**src/kmia_pkg.sv**
```systemverilog
package kmia_pkg;

	localparam int IDX_W   = 30;
	localparam int DIV_W   = 11;
	localparam int DIG_W   = 10;
	localparam int DBL_W   = 11;
	localparam int ACT_W   = 3;
	localparam int NAX     = 3;
	localparam int NLANE   = 3;
	localparam int DIV_CAP = 1024;

	// Restoring division: bits retired per stage, and stages per division.
	localparam int DSTEP   = 5;
	localparam int DSTAGES = IDX_W / DSTEP;

	// Pipeline stage numbers (1-based) of the top level.
	localparam int ST_DIG  = 1 + 2 * DSTAGES;
	localparam int NST     = ST_DIG + 3;
	localparam int ST_BAD  = 4;

	localparam logic [ACT_W-1:0] ACT_ADDR = 3'd0;
	localparam logic [ACT_W-1:0] ACT_XFER = 3'd1;
	localparam logic [ACT_W-1:0] ACT_NEG  = 3'd2;
	localparam logic [ACT_W-1:0] ACT_DIFF = 3'd3;
	localparam logic [ACT_W-1:0] ACT_SUM  = 3'd4;
	localparam logic [ACT_W-1:0] ACT_CONS = 3'd5;

	localparam logic [1:0] REG_N0    = 2'd0;
	localparam logic [1:0] REG_N1    = 2'd1;
	localparam logic [1:0] REG_N2    = 2'd2;
	localparam logic [1:0] REG_SHIFT = 2'd3;

	typedef struct packed {
		logic [ACT_W-1:0] action;
		logic [IDX_W-1:0] index_i;
		logic [IDX_W-1:0] index_j;
		logic [IDX_W-1:0] index_a;
	} kmia_in_t;

	typedef struct packed {
		logic [IDX_W-1:0] result_index;
		logic [DBL_W-1:0] doubled_0;
		logic [DBL_W-1:0] doubled_1;
		logic [DBL_W-1:0] doubled_2;
		logic             status;
	} kmia_out_t;

	// Partial remainder and the shifting dividend/quotient word.
	typedef struct packed {
		logic [DIV_W-1:0] rem;
		logic [IDX_W-1:0] word;
	} div_part_t;

	function automatic logic [DIV_W-1:0] eff_div(input logic [DIV_W-1:0] v);
		logic [DIV_W-1:0] r;
		r = v;
		if (v == '0) begin
			r = DIV_W'(1);
		end else if (v > DIV_W'(DIV_CAP)) begin
			r = DIV_W'(DIV_CAP);
		end
		return r;
	endfunction

	function automatic div_part_t div_step(input div_part_t p, input logic [DIV_W-1:0] d);
		div_part_t        q;
		logic [DIV_W-1:0] t;
		q = p;
		for (int k = 0; k < DSTEP; k++) begin
			t = {q.rem[DIV_W-2:0], q.word[IDX_W-1]};
			q.word = {q.word[IDX_W-2:0], 1'b0};
			if (t >= d) begin
				t = t - d;
				q.word[0] = 1'b1;
			end
			q.rem = t;
		end
		return q;
	endfunction

	// Brings a value below three times n back below n.
	function automatic logic [DIG_W-1:0] mod_fold(input logic [DIV_W:0] t,
			input logic [DIV_W-1:0] n);
		logic [DIV_W:0] u;
		u = t;
		if (u >= {1'b0, n}) begin
			u = u - {1'b0, n};
		end
		if (u >= {1'b0, n}) begin
			u = u - {1'b0, n};
		end
		return u[DIG_W-1:0];
	endfunction

endpackage

```
**src/kmia_div.sv**
```systemverilog
module kmia_div (
	input  logic                         clk,
	input  logic                         en,
	input  logic [kmia_pkg::IDX_W-1:0]   dividend,
	input  logic [kmia_pkg::DIV_W-1:0]   divisor,
	output logic [kmia_pkg::IDX_W-1:0]   quotient,
	output logic [kmia_pkg::DIG_W-1:0]   remainder
);
	import kmia_pkg::*;

	div_part_t part_s [DSTAGES];
	div_part_t start;

	assign start = '{rem: '0, word: dividend};

	// Each stage retires five quotient bits; the user must hold the divisor steady while
	// words are in flight, as the block itself does not enforce this.
	always_ff @(posedge clk) begin
		if (en) begin
			part_s[0] <= div_step(start, divisor);
			for (int k = 1; k < DSTAGES; k++) begin
				part_s[k] <= div_step(part_s[k-1], divisor);
			end
		end
	end

	assign quotient  = part_s[DSTAGES-1].word;
	assign remainder = part_s[DSTAGES-1].rem[DIG_W-1:0];

endmodule

```
**config.mk**
```make
export PLATFORM = sky130hd
export DESIGN_NAME = kmia_div
export DESIGN_NICKNAME = d
export VERILOG_FILES = /design/src/kmia_pkg.sv /design/src/kmia_div.sv
export SDC_FILE = /design/constraint.sdc
export NUM_CORES = 1
export LEC_CHECK = 0
export ABC_CLOCK_PERIOD_IN_PS = 14600
export BUFFER_PORTS_ARGS = -buffer_cell sky130_fd_sc_hd__buf_4
export CELL_PAD_IN_SITES_DETAIL_PLACEMENT = 0
export CELL_PAD_IN_SITES_GLOBAL_PLACEMENT = 1
export CORE_ASPECT_RATIO = 0.5
export CORE_MARGIN = 1
export CORE_UTILIZATION = 51
export DETAILED_ROUTE_END_ITERATION = 16
export GPL_TIMING_DRIVEN = 0
export PLACE_DENSITY = 0.83
export SLEW_MARGIN = 10
export SYNTH_ARGS = -nofsm -noshare
export SYNTH_HDL_FRONTEND = slang
export SYNTH_SLANG_ARGS = --single-unit
```
**constraint.sdc**
```tcl
create_clock -name clk -period 14.6 [get_ports clk]
set_clock_uncertainty 0.05 [all_clocks]
set_input_delay 0 -clock clk [delete_from_list [all_inputs] [get_ports clk]]
set_output_delay 0 -clock clk [all_outputs]
set_load 0.1 [all_outputs]
```
; Yosys cells after proc, flatten, opt, wreduce, memory -nomap -nowiden
; Memories as Yosys holds them, arrays and structs flattened.
; Cells that the tools add are included.
[op_classes]
div = 0
n_reduce_logical = 0
bitwise_logic = 0
addsub = 30
mul = 0
magnitude_cmp = 30
shifts = 0
eq_ne = 0
mux = 122
[op_table]
columns = operator, n
row1 = $mux 10, 48
row2 = $ge 11x11->1, 29
row3 = $sub 10x10->10, 23
row4 = $mux 11, 12
row5 = $sub 11x11->11, 6
row6 = $mux 1, 62
row7 = $ge 1x11->1, 1
row8 = $sub 1x10->10, 1
[totals]
latch_bits = 0
mem_bits_rw = 246
n_memories = 1
output_inout_bits = 40
inputBits = 43
rom_bits = 0
ff_bits = 0
[memory_table]
columns = name, words, word_bits, read_ports, rd_clocked_by_memory_dff, wr, line_no
row1 = part_s, 6, 41, 6, 0, 6, kmia_div.sv:11  ; div_part_t part_s [DSTAGES];

; Depth between registers and ports, before layout
; An unclocked memory read counts as a cell.
[depth]
ltp_word = 16
ltp_mapped = 50
depth_no_buf = 46

; Worst setup path after synthesis
; Ideal clock, no wire load.
[synth_timing]
kind = input to register
from = in divisor[1] (netlist bit)
to = mem part_s[4][35] (netlist bit) (data pin)
path_buffers = 2
path_stages = 45
required_time_ns = 14.290
setup_ns = 0.260
arrival_ns = 10.421
path_slack_ns = 3.870
path_cell_list = inv_1 > ha_1 > nor2b_1 > o31a_1 > or4_4 > a21oi_4 > inv_4 > mux2_4 > ha_1 > o21a_1 > o31a_1 > o31a_1 > o221ai_1 > a21oi_1 > mux2_2 > inv_1 > ha_1 > nor2b_1 > (+9 left out) > nor3b_1 > a21oi_1 > a311o_1 > o31a_1 > nor2_1 > inv_1 > clkbuf_1 > a211oi_1 > a21oi_1 > ha_1 > o21ai_0 > a21boi_0 > o211ai_1 > a21o_1 > nand3_1 > nand2_1 > clkinv_1 > mux2_2
[synth_lines]
columns = item, line_no
row1 = "start, declared", kmia_div.sv:5  ; input logic [kmia_pkg::DIV_W-1:0] divisor,
row2 = "end, declared", kmia_div.sv:11

==> summary.md <==
| Metric | Value |
|---|---|
| Outcome | completed |
| Area growth syn-to-layout | 11.5% |
| Core outline area | about 46000 um2 |
| Top cells by count, synth | 321 x ha_1, 240 x edfxtp_1, 183 x a21oi_1 |
| Post-Layout Cell Count | 3279 |
| FFs w/ async S/R, synth | 0% |
| Num CTS Buffers | 25 |
| Share of layout cells above drive strength 1 | 12.7% |
| GP Congestion | ~0.9 |
| Main area contributors after synthesis | edfxtp_1 30%, ha_1 17%, mux2_2 5.6%, xnor2_1 5.1%, a21oi_1 3.8% |
| Final Max Slew Viols | 0 |
| CTS sink cnt | 240 |
| Remaining global-route overflow | 0 |
| Largest net degree at the start of global routing | 116 |
| End of the worst hold path | part_s[0][31] |
| Vias/cell | 5.91 |
| Die area | a little under 50000 um2 |
| Overall routing resource usage | 24.8% |
| Vias in the first global route | 18800 |
| Max Fclk | 0.0777 GHz |
| Final period utilization | 88.2% |
| CTS tree | built |
| Max cap viols | 0 |
| XOR/XNOR share of the synthesized area | 7.17% |
| Unique cell type count in the Yosys netlist | roughly 90 |
| Post-synth top area share | 29.9% |
| Hold path start | dividend[26] |
| Setup violations, final | 0 |
| Inserted Diodes | 0 |
| Die H | 156 um |
| Critical path data required time | 14860 ps |
| Largest stage delay, worst path | between 600 and 700 ps |
| Starting Density | 52.4% |
| Clock root buffer | clkbuf_16 |
| Post-route ant nets | 0 |
| Simple-gate area share of the yosys netlist | 13.0% |
| Crit. End Element | register |
| YS warnings | 0 |
| First-pass GRT wire length | 96500 um |
| Top flop regs | part_s: 240 flops |
| Final critical-path required period | 12870 ps |
| Cell count after synthesis | 2483 |
| H-tree level count | 1 |
| Mapped Area | 24100 um2 |
| Pre-CTS setup slack | between 1000 and 1500 ps |
| Post-DP HPWL | 43400 um |
| Per-cell routed wire length | 18.1 um |
| Setup TNS | 0 ps |
| Die width | 309 um |
| Synth Net Count | 2876 |
| Area share of fa/ha/maj cells after synthesis | 19.1% |
| Worst Hold Class | in -> reg |
| Slack of the worst reg-to-reg path | between 2000 and 2500 ps |
| EDFF count, synth | 240 |
| Largest family of logic cells by synthesized area | compound AO/OA/AOI/OAI gates |
| Slowest stage cell, crit path | a311oi_1 |
| Mean post-synth cell area | roughly 9.7 um2 |
| CP Class | in -> reg |
| Post-CTS Resized | 0 |
| First-pass DRT Iterations | 5 |
| Crit-path max FO | 24 |
| Hold Fails Final Rpt | 0 |
| Top-count cell post-synth | ha_1 |
| Register bit total from synthesis | 240 |
| Cell taking the most area after synthesis | edfxtp_1 |
| Nets | about 3000 |
| Compound-Gate Fraction of Synth Area | 19.9% |
| Ports | 83 |
| Ys flop type | edfxtp_1 |
| Relative slew slack | roughly two fifths |
| Placed Cells | 3204 |
| Reg2reg start | part_s[3][30] |
| Skew-Pair Late Insertion Delay | 560 ps |
| I/O Buffers | 82 |
| Multiplexer share of the synthesized area | about 7.6% |
| Least-Margin Pin Slew | 889 ps |
| Worst-path clk slew | 70 ps |
| R2R Path End | part_s[4][39] |
| Critical Path AT | between 10000 and 15000 ps |
| Final WL | 59300 um |
| Worst setup SP type | input port |
| Initial DRC count | between 1000 and 1500 |
| Remaining DRCs | 0 |
| Max reg flops | 240 |
| Row count | 55 |
| Reg2reg path depth | 43 |
| Fillers | 4016 |
| Register area share after synthesis | 29.9% |
| Max clock buf depth | 3 |
| Hold Path Stages | 4 |
| Most flops, register | part_s |
| Setup bufs post-CTS | 0 |
| Worst setup margin | 1730 ps |
| Initial antenna violation count | 0 |
| RSZ-0062 raised after global routing | no |
| Routed vias | between 15000 and 20000 |
-- per-layer routing --
layer,global-route usage [%],part of all wire (%)
met1,34.0,48
met2,42.3,46
met3,2.84,4.2
met4,5.09,1.9
met5,0,0
-- worst max-delay path by stage --
stage | start | slack [ps] | endpoint
6_report | divisor[1] | 1730 | part_s[4][39]
5_1_grt | divisor[1] | 820 | part_s[5][33]
4_1_cts | divisor[1] | 1900 | part_s[4][35]
3_5_place_dp | divisor[1] | 1330 | part_s[4][33]
3_3_place_gp | divisor[1] | 360 | part_s[4][39]
2_1_floorplan | divisor[1] | 3870 | part_s[4][35]
-- cell families (layout without fill, tap and decap cells) --
logic type	Yosys count	count (layout)
and+or+nand+nor	620	620
xor gates and xnor gates	197	197
muxes	164	164
AOI/OAI and AO/OA	706	706
DFF	240	240
adders and majority gates	350	350
buffers and inverters	206	375
-- cell usage in the layout (no fill, tap or decap), types with 27 or more instances in the layout --
cell             n
a21o_1          80
a21oi_1        183
buf_4           82
dlygate4sd3_1   30
edfxtp_1       240
fa_1            29
ha_1           321
inv_1          157
mux2_2         120
mux2i_1         36
nand2_1        124
nand2b_1        27
nand3_1         32
nand4_1         57
nor2_1         156
nor2b_1         69
nor3_1          51
o21a_1          52
o21ai_0        143
xnor2_1        139
xor2_1          58
-- stage by stage --
step                util, %  hold slack, ps  area [um2]
finish                 58.5            74.5       26800
global route           58.5            82.8       26800
CTS                    58.5            58.5       26800
detailed placement     56.1             129       25700
global placement       55.5             128       25500
floorplan                 -            48.9       24100
-- final cells by class --
| class | instances | area (um2) | share of cell area (%) |
|---|---|---|---|
| Multi-Input combinational cell | 2037 | 16100 | 59.8 |
| Sequential cell | 240 | 7210 | 26.9 |
| Timing Repair Buffer | 124 | 1180 | 4.39 |
| Tap cell | 627 | 785 | 2.92 |
| Inverter | 178 | 671 | 2.50 |
| Clock buffer | 26 | 629 | 2.35 |
| Clock inverter | 19 | 173 | 0.643 |
| Buffer | 28 | 131 | 0.490 |
-- worst max-delay path: cells and delay by family --
family / cells / cell delay (ps)
AO/OA/AOI/OAI: 23 / 5990
adder cells (fa/ha/maj): 5 / 1710
buffers and inverters: 9 / 2810
multiplexers: 2 / 820
AND/OR/NAND/NOR: 7 / 1720
-- timing repair --
| item | in CTS | in global routing |
|---|---|---|
| setup endpoints to repair | 0 | 0 |
| hold buffers | 30 | 0 |
| endpoints found under the hold margin | 75 | 0 |
Power is left out: the tool's default activity adds up to more than one toggle a clock period on the data nets, which glitch-free logic cannot reach.
